### config.mk
export PLATFORM = sky130hd
export DESIGN_NAME = dns_query_message_builder
export DESIGN_NICKNAME = d
export VERILOG_FILES = /design/src/rtl/dqmb_pkg.sv /design/src/rtl/dns_query_message_builder.sv /design/src/rtl/dqmb_parse.sv /design/src/rtl/dqmb_emit.sv /design/src/rtl/dqmb_pack.sv
export SDC_FILE = /design/constraint.sdc
export NUM_CORES = 1
export LEC_CHECK = 0
export BUFFER_PORTS_ARGS = -buffer_cell sky130_fd_sc_hd__buf_2
export CAP_MARGIN = 15
export CORE_MARGIN = 5
export CORE_UTILIZATION = 61
export CTS_CLUSTER_SIZE = 12
export DETAILED_ROUTE_END_ITERATION = 16
export GPL_TIMING_DRIVEN = 0
export PLACE_DENSITY_LB_ADDON = 0.05
export SYNTH_ARGS = -nofsm -noshare
export SYNTH_HDL_FRONTEND = slang
export SYNTH_SLANG_ARGS = --single-unit
### constraint.sdc
create_clock -name clk -period 9.6 [get_ports clk]
set_clock_uncertainty 0.15 [all_clocks]
set_input_delay 1.44 -clock clk [delete_from_list [all_inputs] [get_ports clk]]
set_output_delay 1.44 -clock clk [all_outputs]
set_load 0.02 [all_outputs]
### src/rtl/dqmb_pkg.sv
package dqmb_pkg;

	localparam int MAX_LABEL_BYTES = 63;
	localparam int MAX_LABELS      = 64;

	localparam int LEN_W      = 6;   // label length / label store index
	localparam int TOT_W      = 7;   // label count, 0..MAX_LABELS
	localparam int MSG_W      = 13;  // message length
	localparam int CNT_W      = 6;   // emitter byte counter
	localparam int CFG_ADDR_W = 3;

	localparam int HDR_BYTES  = 12;
	localparam int TAIL_BYTES = 5;

	localparam logic [CFG_ADDR_W-1:0] ADDR_ANYQUOTE = '0;

	localparam logic [7:0] CH_NUL  = 8'h00;
	localparam logic [7:0] CH_DOT  = 8'h2E;
	localparam logic [7:0] CH_BSL  = 8'h5C;
	localparam logic [7:0] CH_HYPH = 8'h2D;
	localparam logic [7:0] CH_0    = 8'h30;
	localparam logic [7:0] CH_9    = 8'h39;
	localparam logic [7:0] CH_LA   = 8'h61;
	localparam logic [7:0] CH_LZ   = 8'h7A;
	localparam logic [7:0] CH_UA   = 8'h41;
	localparam logic [7:0] CH_UZ   = 8'h5A;

	// label store write from the parser
	typedef struct packed {
		logic             en;
		logic [LEN_W-1:0] addr;
		logic [7:0]       data;
	} lbl_wr_t;

	// one step's worth of output work for the emitter
	typedef struct packed {
		logic             valid;
		logic             err;
		logic             hdr;
		logic             flush;
		logic             tail;
		logic [LEN_W-1:0] flen;
		logic [15:0]      qid;
		logic [15:0]      qtype;
		logic [MSG_W-1:0] total;
	} job_t;

	// one message byte towards the packer
	typedef struct packed {
		logic             valid;
		logic             err;
		logic             step_last;
		logic             fin;
		logic [MSG_W-1:0] total;
		logic [7:0]       data;
	} msg_byte_t;

	function automatic logic is_digit(input logic [7:0] c);
		return (c >= CH_0) && (c <= CH_9);
	endfunction

	function automatic logic is_letter(input logic [7:0] c);
		return ((c >= CH_LA) && (c <= CH_LZ)) || ((c >= CH_UA) && (c <= CH_UZ));
	endfunction

	// id, flags RD, QDCOUNT 1, AN/NS/ARCOUNT 0
	function automatic logic [7:0] hdr_byte(input logic [3:0] idx, input logic [15:0] qid);
		logic [7:0] b;
		b = 8'h00;
		unique case (idx)
			4'd0:    b = qid[15:8];
			4'd1:    b = qid[7:0];
			4'd2:    b = 8'h01;
			4'd5:    b = 8'h01;
			default: b = 8'h00;
		endcase
		return b;
	endfunction

	// root byte, QTYPE, QCLASS 1
	function automatic logic [7:0] tail_byte(input logic [2:0] idx, input logic [15:0] qtype);
		logic [7:0] b;
		b = 8'h00;
		unique case (idx)
			3'd1:    b = qtype[15:8];
			3'd2:    b = qtype[7:0];
			3'd4:    b = 8'h01;
			default: b = 8'h00;
		endcase
		return b;
	endfunction

endpackage

### src/rtl/dns_query_message_builder.sv
// DNS query message builder.
// Input stream: one beat per character of a dotted name; s_tlast marks the
// final character. query_id and query_type are sampled on a name's first beat.
// Output stream: the query message, up to two bytes per beat, header first,
// then length-prefixed labels, root byte, QTYPE and QCLASS 1. m_tlast flags
// the final beat (message_length valid there). A bad name gives one beat with
// status set and byte_count 0, and the remaining characters up to and
// including the one with s_tlast are swallowed without output.
// Flow: a beat that makes no message bytes is taken without holding the
// input. Otherwise the emitter holds s_tready low while it sends the step's
// message bytes: 12 for the header, 1 + length per label, 5 for the tail,
// or an error beat. Label bytes come from the label store, one read per
// cycle unless the output stalls, on its single read port. The first result
// beat pairs two message bytes in the packer; an error beat goes out alone.
// Reset clears all control state; the label store needs no clearing as only
// entries of the current label are read. When m_tready is low while a beat is
// pending, the emitter stalls in place and resumes with no beat lost.
// anyquote_mode (APB address 0): 1 allows backslash escapes and any byte.
module dns_query_message_builder (
	input  logic                              clk,
	input  logic                              arst_n,
	// APB configuration
	input  logic                              psel,
	input  logic                              penable,
	input  logic                              pwrite,
	input  logic [dqmb_pkg::CFG_ADDR_W-1:0]   paddr,
	input  logic [31:0]                       pwdata,
	output logic [31:0]                       prdata,
	output logic                              pready,
	// name characters in
	input  logic                              s_tvalid,
	output logic                              s_tready,
	// name_char[7:0], query_id[23:8], query_type[39:24]
	input  logic [39:0]                       s_tdata,
	input  logic                              s_tlast,  // name_end
	// message out
	output logic                              m_tvalid,
	input  logic                              m_tready,
	// first_byte[7:0], second_byte[15:8], byte_count[17:16],
	// message_length[30:18]
	output logic [31:0]                       m_tdata,
	output logic [0:0]                        m_tuser,  // status
	output logic                              m_tlast   // last
);
	import dqmb_pkg::*;

	logic      anyquote_q;
	logic      accept;
	job_t      job;
	lbl_wr_t   wr;
	msg_byte_t msg_byte;
	logic      pk_ready;
	logic      idle;

	// config register, written on the APB access phase
	always_ff @(posedge clk or negedge arst_n) begin
		if (!arst_n) begin
			anyquote_q <= 1'b0;
		end else if (psel && penable && pwrite && (paddr == ADDR_ANYQUOTE)) begin
			anyquote_q <= pwdata[0];
		end
	end

	assign pready = 1'b1;
	assign prdata = (paddr == ADDR_ANYQUOTE) ? {31'b0, anyquote_q} : 32'b0;

	// characters are taken only while the emitter has no step in hand
	assign s_tready = idle;
	assign accept   = s_tvalid && s_tready;

	dqmb_parse u_parse (
		.clk           (clk),
		.arst_n        (arst_n),
		.accept        (accept),
		.name_char     (s_tdata[7:0]),
		.name_end      (s_tlast),
		.query_id      (s_tdata[23:8]),
		.query_type    (s_tdata[39:24]),
		.anyquote_mode (anyquote_q),
		.job           (job),
		.wr            (wr)
	);

	dqmb_emit u_emit (
		.clk      (clk),
		.arst_n   (arst_n),
		.job      (job),
		.wr       (wr),
		.pk_ready (pk_ready),
		.byte_o   (msg_byte),
		.idle     (idle)
	);

	dqmb_pack u_pack (
		.clk      (clk),
		.arst_n   (arst_n),
		.byte_i   (msg_byte),
		.pk_ready (pk_ready),
		.m_tvalid (m_tvalid),
		.m_tready (m_tready),
		.m_tdata  (m_tdata),
		.m_tuser  (m_tuser),
		.m_tlast  (m_tlast)
	);

endmodule

### src/rtl/dqmb_parse.sv
module dqmb_parse (
	input  logic            clk,
	input  logic            arst_n,
	input  logic            accept,
	input  logic [7:0]      name_char,
	input  logic            name_end,
	input  logic [15:0]     query_id,
	input  logic [15:0]     query_type,
	input  logic            anyquote_mode,
	output dqmb_pkg::job_t    job,
	output dqmb_pkg::lbl_wr_t wr
);
	import dqmb_pkg::*;

	typedef enum logic [1:0] {ESC_NONE, ESC_START, ESC_DIG1, ESC_DIG2} esc_t;

	logic [LEN_W-1:0] ll_q;
	logic [TOT_W-1:0] lt_q;
	esc_t             ph_q;
	logic [6:0]       ev_q;
	logic             inside_q;
	logic             dropping_q;
	logic [MSG_W-1:0] be_q;
	logic [15:0]      saved_type_q;

	logic             first;
	logic [LEN_W-1:0] ll, nll, flen;
	logic [TOT_W-1:0] lt, nlt;
	esc_t             ph, nph;
	logic [6:0]       ev, nev;
	logic [9:0]       ev10, ch;
	logic [3:0]       dval;
	logic             c_dig, have, fail, flush_dot, flush_end;
	logic [6:0]       nbytes;
	logic [MSG_W-1:0] total;

	always_comb begin
		first     = !inside_q;
		ll        = first ? '0 : ll_q;
		lt        = first ? '0 : lt_q;
		ph        = first ? ESC_NONE : ph_q;
		ev        = first ? '0 : ev_q;
		c_dig     = is_digit(name_char);
		dval      = name_char[3:0];
		ev10      = ({3'b0, ev} << 3) + ({3'b0, ev} << 1);
		fail      = first && (name_char == CH_NUL);
		nll       = ll;
		nlt       = lt;
		nph       = ph;
		nev       = ev;
		have      = 1'b0;
		ch        = '0;
		flush_dot = 1'b0;
		flush_end = 1'b0;

		unique case (ph)
			ESC_NONE: begin
				if (name_char == CH_BSL) begin
					if (!anyquote_mode)
						fail = 1'b1;
					nph = ESC_START;
				end else if (name_char == CH_DOT) begin
					if ((ll == '0) || (lt >= TOT_W'(MAX_LABELS)))
						fail = 1'b1;
					flush_dot = 1'b1;
					nlt       = lt + TOT_W'(1);
					nll       = '0;
				end else begin
					have = 1'b1;
					ch   = {2'b0, name_char};
				end
			end
			ESC_START: begin
				if (c_dig) begin
					nev = {3'b0, dval};
					nph = ESC_DIG1;
				end else if (name_char == CH_NUL) begin
					fail = 1'b1;
				end else begin
					have = 1'b1;
					ch   = {2'b0, name_char};
					nph  = ESC_NONE;
				end
			end
			ESC_DIG1: begin
				if (!c_dig)
					fail = 1'b1;
				nev = 7'(ev10 + {6'b0, dval});
				nph = ESC_DIG2;
			end
			ESC_DIG2: begin
				if (!c_dig)
					fail = 1'b1;
				ch  = ev10 + {6'b0, dval};
				nph = ESC_NONE;
				nev = '0;
				if (ch[9:8] != 2'b00)
					fail = 1'b1;
				have = 1'b1;
			end
		endcase

		if (have) begin
			if (!anyquote_mode) begin
				if (is_digit(ch[7:0]) || (ch[7:0] == CH_HYPH)) begin
					if (ll == '0)
						fail = 1'b1;
				end else if (!is_letter(ch[7:0])) begin
					fail = 1'b1;
				end
			end
			if (ll >= LEN_W'(MAX_LABEL_BYTES))
				fail = 1'b1;
			nll = ll + LEN_W'(1);
		end

		if (name_end) begin
			if (nph != ESC_NONE)
				fail = 1'b1;
			if (!flush_dot) begin
				if ((nll == '0) || (nlt >= TOT_W'(MAX_LABELS)))
					fail = 1'b1;
				flush_end = 1'b1;
				nlt       = nlt + TOT_W'(1);
			end
		end

		flen   = flush_dot ? ll : nll;
		nbytes = (first ? 7'(HDR_BYTES) : 7'd0)
			+ ((flush_dot || flush_end) ? (7'd1 + {1'b0, flen}) : 7'd0)
			+ (name_end ? 7'(TAIL_BYTES) : 7'd0);
		total  = (first ? '0 : be_q) + MSG_W'(nbytes);
	end

	always_comb begin
		job.valid = accept && !dropping_q
			&& (fail || first || flush_dot || flush_end || name_end);
		job.err   = fail;
		job.hdr   = first;
		job.flush = flush_dot || flush_end;
		job.tail  = name_end;
		job.flen  = flen;
		job.qid   = query_id;
		job.qtype = first ? query_type : saved_type_q;
		job.total = total;

		wr.en   = accept && !dropping_q && have && !fail;
		wr.addr = ll;
		wr.data = ch[7:0];
	end

	always_ff @(posedge clk or negedge arst_n) begin
		if (!arst_n) begin
			ll_q         <= '0;
			lt_q         <= '0;
			ph_q         <= ESC_NONE;
			ev_q         <= '0;
			inside_q     <= 1'b0;
			dropping_q   <= 1'b0;
			be_q         <= '0;
			saved_type_q <= '0;
		end else if (accept) begin
			if (dropping_q) begin
				if (name_end)
					dropping_q <= 1'b0;
			end else if (fail) begin
				ll_q       <= '0;
				ph_q       <= ESC_NONE;
				ev_q       <= '0;
				inside_q   <= 1'b0;
				dropping_q <= !name_end;
				be_q       <= '0;
			end else begin
				ll_q     <= name_end ? '0 : nll;
				lt_q     <= nlt;
				ph_q     <= nph;
				ev_q     <= nev;
				inside_q <= !name_end;
				be_q     <= total;
				if (first)
					saved_type_q <= query_type;
			end
		end
	end

endmodule

### src/rtl/dqmb_emit.sv
module dqmb_emit (
	input  logic                clk,
	input  logic                arst_n,
	input  dqmb_pkg::job_t      job,
	input  dqmb_pkg::lbl_wr_t   wr,
	input  logic                pk_ready,
	output dqmb_pkg::msg_byte_t byte_o,
	output logic                idle
);
	import dqmb_pkg::*;

	typedef enum logic [2:0] {E_IDLE, E_HDR, E_LEN, E_DATA, E_TAIL, E_ERR} emit_state_t;

	logic [7:0] mem [MAX_LABEL_BYTES];
	logic [7:0] rdata_q;

	emit_state_t      state_q;
	logic [CNT_W-1:0] cnt_q;
	logic             flush_q, tail_q;
	logic [LEN_W-1:0] flen_q;
	logic [15:0]      qid_q, qtype_q;
	logic [MSG_W-1:0] total_q;

	logic             s1_valid, s1_mem, s1_sl, s1_err, s1_fin;
	logic [7:0]       s1_data;
	logic [MSG_W-1:0] s1_total;

	logic adv, rd_en, data_end;

	assign adv      = !s1_valid || pk_ready;
	assign rd_en    = adv && (state_q == E_DATA);
	assign data_end = cnt_q[LEN_W-1:0] == (flen_q - LEN_W'(1));
	assign idle     = state_q == E_IDLE;

	always_ff @(posedge clk) begin
		if (wr.en)
			mem[wr.addr] <= wr.data;
		if (rd_en)
			rdata_q <= mem[cnt_q[LEN_W-1:0]];
	end

	always_ff @(posedge clk or negedge arst_n) begin
		if (!arst_n) begin
			state_q  <= E_IDLE;
			cnt_q    <= '0;
			flush_q  <= 1'b0;
			tail_q   <= 1'b0;
			flen_q   <= '0;
			qid_q    <= '0;
			qtype_q  <= '0;
			total_q  <= '0;
			s1_valid <= 1'b0;
			s1_mem   <= 1'b0;
			s1_sl    <= 1'b0;
			s1_err   <= 1'b0;
			s1_fin   <= 1'b0;
			s1_data  <= '0;
			s1_total <= '0;
		end else begin
			if (adv) begin
				s1_fin   <= tail_q;
				s1_total <= total_q;
				unique case (state_q)
					E_IDLE: begin
						s1_valid <= 1'b0;
						s1_mem   <= 1'b0;
						s1_err   <= 1'b0;
					end
					E_HDR: begin
						s1_valid <= 1'b1;
						s1_mem   <= 1'b0;
						s1_err   <= 1'b0;
						s1_data  <= hdr_byte(cnt_q[3:0], qid_q);
						s1_sl    <= (cnt_q == CNT_W'(HDR_BYTES - 1)) && !flush_q && !tail_q;
						if (cnt_q == CNT_W'(HDR_BYTES - 1)) begin
							cnt_q <= '0;
							if (flush_q)
								state_q <= E_LEN;
							else if (tail_q)
								state_q <= E_TAIL;
							else
								state_q <= E_IDLE;
						end else begin
							cnt_q <= cnt_q + CNT_W'(1);
						end
					end
					E_LEN: begin
						s1_valid <= 1'b1;
						s1_mem   <= 1'b0;
						s1_err   <= 1'b0;
						s1_data  <= 8'(flen_q);
						s1_sl    <= 1'b0;
						cnt_q    <= '0;
						state_q  <= E_DATA;
					end
					E_DATA: begin
						s1_valid <= 1'b1;
						s1_mem   <= 1'b1;
						s1_err   <= 1'b0;
						s1_sl    <= data_end && !tail_q;
						if (data_end) begin
							cnt_q   <= '0;
							state_q <= tail_q ? E_TAIL : E_IDLE;
						end else begin
							cnt_q <= cnt_q + CNT_W'(1);
						end
					end
					E_TAIL: begin
						s1_valid <= 1'b1;
						s1_mem   <= 1'b0;
						s1_err   <= 1'b0;
						s1_data  <= tail_byte(cnt_q[2:0], qtype_q);
						s1_sl    <= cnt_q == CNT_W'(TAIL_BYTES - 1);
						if (cnt_q == CNT_W'(TAIL_BYTES - 1)) begin
							cnt_q   <= '0;
							state_q <= E_IDLE;
						end else begin
							cnt_q <= cnt_q + CNT_W'(1);
						end
					end
					E_ERR: begin
						s1_valid <= 1'b1;
						s1_mem   <= 1'b0;
						s1_err   <= 1'b1;
						s1_sl    <= 1'b1;
						s1_data  <= '0;
						state_q  <= E_IDLE;
					end
					default: begin
						s1_valid <= 1'b0;
						s1_mem   <= 1'b0;
						s1_err   <= 1'b0;
						state_q  <= E_IDLE;
					end
				endcase
			end

			// new job only lands while idle; s1 may still hold a stalled beat
			if ((state_q == E_IDLE) && job.valid) begin
				flush_q <= job.flush;
				tail_q  <= job.tail;
				flen_q  <= job.flen;
				qid_q   <= job.qid;
				qtype_q <= job.qtype;
				total_q <= job.total;
				cnt_q   <= '0;
				if (job.err)
					state_q <= E_ERR;
				else if (job.hdr)
					state_q <= E_HDR;
				else if (job.flush)
					state_q <= E_LEN;
				else
					state_q <= E_TAIL;
			end
		end
	end

	always_comb begin
		byte_o.valid     = s1_valid;
		byte_o.err       = s1_err;
		byte_o.step_last = s1_sl;
		byte_o.fin       = s1_fin;
		byte_o.total     = s1_total;
		byte_o.data      = s1_mem ? rdata_q : s1_data;
	end

endmodule

### src/rtl/dqmb_pack.sv
module dqmb_pack (
	input  logic                clk,
	input  logic                arst_n,
	input  dqmb_pkg::msg_byte_t byte_i,
	output logic                pk_ready,
	output logic                m_tvalid,
	input  logic                m_tready,
	output logic [31:0]         m_tdata,
	output logic [0:0]          m_tuser,
	output logic                m_tlast
);
	import dqmb_pkg::*;

	logic             m_valid_q, m_status_q, m_last_q, hold_v_q;
	logic [7:0]       m_first_q, m_second_q, hold_q;
	logic [1:0]       m_count_q;
	logic [MSG_W-1:0] m_len_q;
	logic             take, fin_here, load;

	assign pk_ready = !m_valid_q || m_tready;
	assign take     = byte_i.valid && pk_ready;
	assign fin_here = byte_i.fin && byte_i.step_last;
	// a beat goes out on an error, a completed pair or a step's odd byte
	assign load     = take && (byte_i.err || hold_v_q || byte_i.step_last);

	always_ff @(posedge clk or negedge arst_n) begin
		if (!arst_n) begin
			m_valid_q  <= 1'b0;
			m_status_q <= 1'b0;
			m_last_q   <= 1'b0;
			m_first_q  <= '0;
			m_second_q <= '0;
			m_count_q  <= '0;
			m_len_q    <= '0;
			hold_v_q   <= 1'b0;
			hold_q     <= '0;
		end else begin
			if (load)
				m_valid_q <= 1'b1;
			else if (m_tready)
				m_valid_q <= 1'b0;
			if (take) begin
				priority if (byte_i.err) begin
					m_first_q  <= '0;
					m_second_q <= '0;
					m_count_q  <= 2'd0;
					m_status_q <= 1'b1;
					m_len_q    <= '0;
					m_last_q   <= 1'b1;
					hold_v_q   <= 1'b0;
				end else if (hold_v_q) begin
					m_first_q  <= hold_q;
					m_second_q <= byte_i.data;
					m_count_q  <= 2'd2;
					m_status_q <= 1'b0;
					m_len_q    <= fin_here ? byte_i.total : '0;
					m_last_q   <= fin_here;
					hold_v_q   <= 1'b0;
				end else if (byte_i.step_last) begin
					m_first_q  <= byte_i.data;
					m_second_q <= '0;
					m_count_q  <= 2'd1;
					m_status_q <= 1'b0;
					m_len_q    <= fin_here ? byte_i.total : '0;
					m_last_q   <= fin_here;
				end else begin
					hold_q   <= byte_i.data;
					hold_v_q <= 1'b1;
				end
			end
		end
	end

	assign m_tvalid = m_valid_q;
	assign m_tdata  = {1'b0, m_len_q, m_count_q, m_second_q, m_first_q};
	assign m_tuser  = m_status_q;
	assign m_tlast  = m_last_q;

endmodule
Word level (Yosys, flattened, before mapping)
Memory sizes are Yosys's and may differ from the RTL's. A register that Yosys moved wholly into a read port is not among the register bits.
Cells that the tools add are included.
Word-level totals
  logic and storage cells: 272
  bits in writable memories: 504
  output and inout port bits: 69
  bits in registers: 185
  memories kept: 1
  input port bits: 83
Memory list
  u_emit.mem: words 63, bits a word 8, read ports 1, clocked after memory_dff 1, wr ports 1, line dqmb_emit.sv:14  | logic [7:0] mem [MAX_LABEL_BYTES];
Operators by class
  muxes and demuxes: 120
  add/sub/neg operators: 11
  reduce and logical (&&, ||, !) cells: 67
  equality and inequality tests: 24
  magnitude comparators: 11
  bitwise logic cells: 5
Operator list (number)
  $mux W8: 11
  $mux W13: 6
  $mux W6: 13
  $pmux W8 S3: 3
  $mux W7: 10
  $mux W1: 48
  $mux W3: 11
  $pmux W8 S4: 1
  $pmux W6 S4: 1
  $logic_and A1 B1 Y1: 21
  $pmux W7 S3: 1
  $eq A8 B6 Y1 const B: 2
  $ge A8 B6 Y1 const B: 2
  $ge A8 B7 Y1 const B: 2
  $le A8 B6 Y1 const B: 2
  $le A8 B7 Y1 const B: 2
  $mux W16: 1
  $mux W2: 8
  $pmux W3 S5: 1
  $add A7 B1 Y7 const B: 2
  $add A7 B7 Y7: 2
  $ge A7 B7 Y1 const B: 2
  $add A13 B7 Y13: 1
  $logic_or A1 B1 Y1: 13
  43 further kinds: 72

Depth between registers and ports, before layout
  word-level depth: 24
  depth in mapped cells: 24
  gate-level depth less buffers: 23

Modules after synthesis
From an unflattened synthesis, not the netlist that was laid out.
Unflattened totals
  cells, all modules: 2033
  area total of the unflattened synthesis: 31501.5 um2
Modules (own cells, without submodules)
  dqmb_emit: instances 1, cells each 1252, sequential area each 17576.9 um2, area each 24034.3 um2
  dqmb_parse: instances 1, cells each 592, sequential area each 1326.3 um2, area each 5275.1 um2
  dqmb_pack: instances 1, cells each 149, sequential area each 1076.0 um2, area each 1878.1 um2
  dns_query_message_builder: instances 1, cells each 40, sequential area each 25.0 um2, area each 314.1 um2

Worst setup path before layout
OpenSTA, ideal clock, no wires.
  kind: reg2reg
  from: register u_parse.inside_q
  to: memory u_emit.mem[0][0] (enable)
  cell stages (with the launch flop): 20
  path slack: 2.882 ns
  required time: 9.055 ns
  buffers on the path: 7
  clock period less this slack: 6.718 ns
  arrival time: 6.173 ns
  setup time: 0.395 ns
  cells stage by stage: dfrtp_1 clkbuf_1 clkbuf_1 clkbuf_1 clkbuf_1 clkbuf_1 clkbuf_1 and2_1 ha_1 ha_1 a211oi_1 nor2_1 xor2_1 a22o_1 a31oi_1 a2111o_1 o21ai_4 nand2_2 buf_2 nor4_1
RTL lines
  start, declared: line dqmb_parse.sv:21  | logic inside_q;
  start signal, assigned: line dqmb_parse.sv:178  | inside_q <= !name_end;
  end, declared: line dqmb_emit.sv:14

==> impl_metrics.tcl <==
set metrics [dict create \
    crit_arrival_ps 8580 \
    antennaDiodeCount 0 \
    hold_viol 0 \
    synth-simple-area-share_pct 7.59 \
    yosysTopAreaCellShare_pct 49.8 \
    placed_cells 2856 \
    ys_top_cells_by_area "edfxtp_1 (50%), dfrtp_1 (15%), mux4_2 (12%)" \
    critPathLaunchType "register" \
    grt_pass1_vias 19100 \
    drc_errors 0 \
    rsz0062_at_grt "false" \
    final_layout_size_suffix_gt1_share_pct 26.7 \
    critPathCaptureType "register" \
    first_pass_iters 7 \
    synth_top_family_by_area "multiplexers" \
    clk_path_buf_depth 3 \
    wire_per_inst_um 25.5 \
    synth_xor_area_share_pct 1.08 \
    clkSinkCount 697 \
    synth.most_common_cell "edfxtp_1" \
    hold_path.class "register to register" \
    core_area_um2 50100 \
    power.static_leakage_nw 12.6 \
    num_vias 18900 \
    drv_slew 0 \
    grt.total_usage_pct 27.4 \
    htreeDepth 3 \
    floorplan.initialDensity_pct 61.6 \
    critPathKind "register to register" \
    cts_resized 0 \
    dieHeight_um 235 \
    yosysSeqAreaShare_pct 64.8 \
    antenna_found_initial 0 \
    finalCritPeriodShare_pct 88.6 \
    path_delay_family "buffers and inverters" \
    via_per_inst 6.34 \
    setup_viol 0 \
    max_freq_mhz 118 \
    worst_path_max_delay_cell "nor4_2" \
    fillers 3368 \
    irDropWorstVdd_uv 171 \
    finalPower_mw 9.14 \
    seqCellArea_um2 20000 \
    clk_pin_slew_ps 60 \
    tightest_slew_ps 1170 \
    die_x_um 235 \
    critPathMaxStageDelay_ps 960 \
    ys_ff_latch 697 \
    rows 82 \
    relSlewSlack_pct 22.1 \
    cp_max_fo 31 \
    final_area_um2 35400 \
    min_period_ps 8500 \
    multi_input_area_um2 10500 \
    dieArea_um2 55200 \
    area_delta_synth_final_pct 14.6 \
    cp_common_cell "clkbuf_1" \
    power.density_nw_per_um2 258 \
    cts_buffers 73 \
    synthTopCellsByCount "edfxtp_1 (512), nand2_1 (199), dfrtp_1 (185)" \
    io_pins 152 \
    cp_data_required_time_ps 9680 \
    wl_um 75900 \
    yosysTopAreaCell "edfxtp_1" \
    overflow 0 \
    clock-root-buffer "clkbuf_16" \
    fin_tns_setup_ps 0 \
    nets 2385 \
    dpl.hpwl_um 52300 \
    grt_start_max_net_pins 128 \
    ys_types 83 \
    muxShareOfSynthArea_pct 15.8 \
    first_iter_violations 1844 \
    status "complete, no violations" \
    crit_chain "clkbuf_1 -> clkbuf_1 -> clkbuf_1 -> clkbuf_1 -> clkbuf_1 -> clkbuf_1 -> and2_1 -> ha_1 -> ha_1 -> inv_1 -> fa_1 -> nor2b_1 -> o22ai_1 -> xnor2_1 -> a21bo_2 -> a31oi_1 -> a2111o_1 -> o21ai_4 -> nand2_2 -> buf_2 -> nor4_2" \
    synth_edf_count 512 \
    synth_fa_ha_area_share_pct 1.73 \
    post-cts-setup-buffers 0 \
    stdcell_count 2975 \
    ys_dominant_reg_cell "edfxtp_1" \
    synthArstFlopShare_pct 26.5 \
    globalplace.congestion 0.947 \
    syn_avg_cell_area_um2 15.3 \
    postCtsHoldBufs 0 \
    maxCapViolations 0 \
    netlist_instances 2016 \
    synth-compound-area-share_pct 6.03 \
    yosys_warnings 0 \
    portBuffers 85 \
    grt_pass1_wl_um 116000 \
    fin_util_pct 70.7 \
    clk_latency_ps 630 \
    netlist_area_um2 30900 \
    placed_area_um2 33100 \
    ant_nets 0 \
    crit_buf_inv 8 \
    cts_tree "done" \
]
[area by class of cell]
class                      count  area share [%]
clock buffer                 100            5.80
tap                          672            2.38
inverter                      40           0.424
buffer                       154            2.15
clock inverter                17           0.453
multi-input combinational   1156            29.6
timing repair buffer         139            2.69
sequential                   697            56.5
[cell usage in the layout (no fill, tap or decap), drive strengths merged, types with 13 or more instances in the layout]
cell type  count
a21oi         52
a22oi         21
and2          20
buf          208
clkbuf       185
clkinv        15
conb          33
dfrtp        185
edfxtp       512
ha            38
inv           40
mux2          87
mux2i         25
mux4         160
nand2        200
nand3         40
nor2          68
nor3          22
nor4          69
o21ai        105
o22ai         13
xnor2         29
[layer usage]
layer / vias to the layer above / track usage, % / share of wire [%]
li1: 8259 / - / -
met1: 9549 / 36.5 / 39
met2: 864 / 45.4 / 49
met3: 194 / 5.05 / 7.5
met4: 0 / 11.1 / 4.6
met5: - / 0 / 0
[state kept, by name, indices dropped and copies added (netlist names), 13 cells and up]
| name | count |
|---|---|
| u_emit.mem | 504 |
| u_emit.qid_q | 16 |
| u_emit.qtype_q | 16 |
| u_emit.s1_total | 13 |
| u_emit.total_q | 13 |
| u_pack.m_len_q | 13 |
| u_parse.be_q | 13 |
| u_parse.saved_type_q | 16 |
[kinds of logic after synthesis]
group	count (synthesis)
AOI/OAI and AO/OA	291
xor gates and xnor gates	38
adders and majority gates	41
buffers and inverters	194
DFF	697
muxes	272
other	2
and+or+nand+nor	481
[per-stage QoR]
stage,hold slack (ps),setup slack (ps)
floorplan,289,2880
global placement,301,-859
detailed placement,306,1260
CTS,319,1280
global route,334,828
finish,315,1100
[power breakdown]
part	total (mW)	leakage, nW	internal, mW	switching [mW]
clock	2.65	1.07	1.52	1.13
sequential	3.69	7.04	3.55	0.146
combinational	2.80	4.47	1.14	1.66
[tightest hold or removal path, cell delays in order, from the launching register on]
cell and delay (ps):
dfrtp_1 340, nand2_1 50, nand2_1 50
[final timing paths]
check	startpoint	to	slack, ps	cells past startpoint
min reg2reg	u_emit.s1_total[5]$_DFFE_PN0N_	u_emit.s1_total[5]$_DFFE_PN0N_	320	2
min	u_emit.s1_total[5]$_DFFE_PN0N_	u_emit.s1_total[5]$_DFFE_PN0N_	320	2
max in group asynchronous	arst_n	u_emit.qid_q[4]$_DFFE_PN0N_	7700	2
max	u_parse.inside_q$_DFFE_PN0P_	u_emit.mem[16][2]$_DFFE_PP_	1100	21
max reg2reg	u_parse.inside_q$_DFFE_PN0P_	u_emit.mem[16][2]$_DFFE_PP_	1100	21
min in group asynchronous	arst_n	u_pack.m_len_q[4]$_DFFE_PN0P_	630	1
Power figures use the tool's default switching activity.
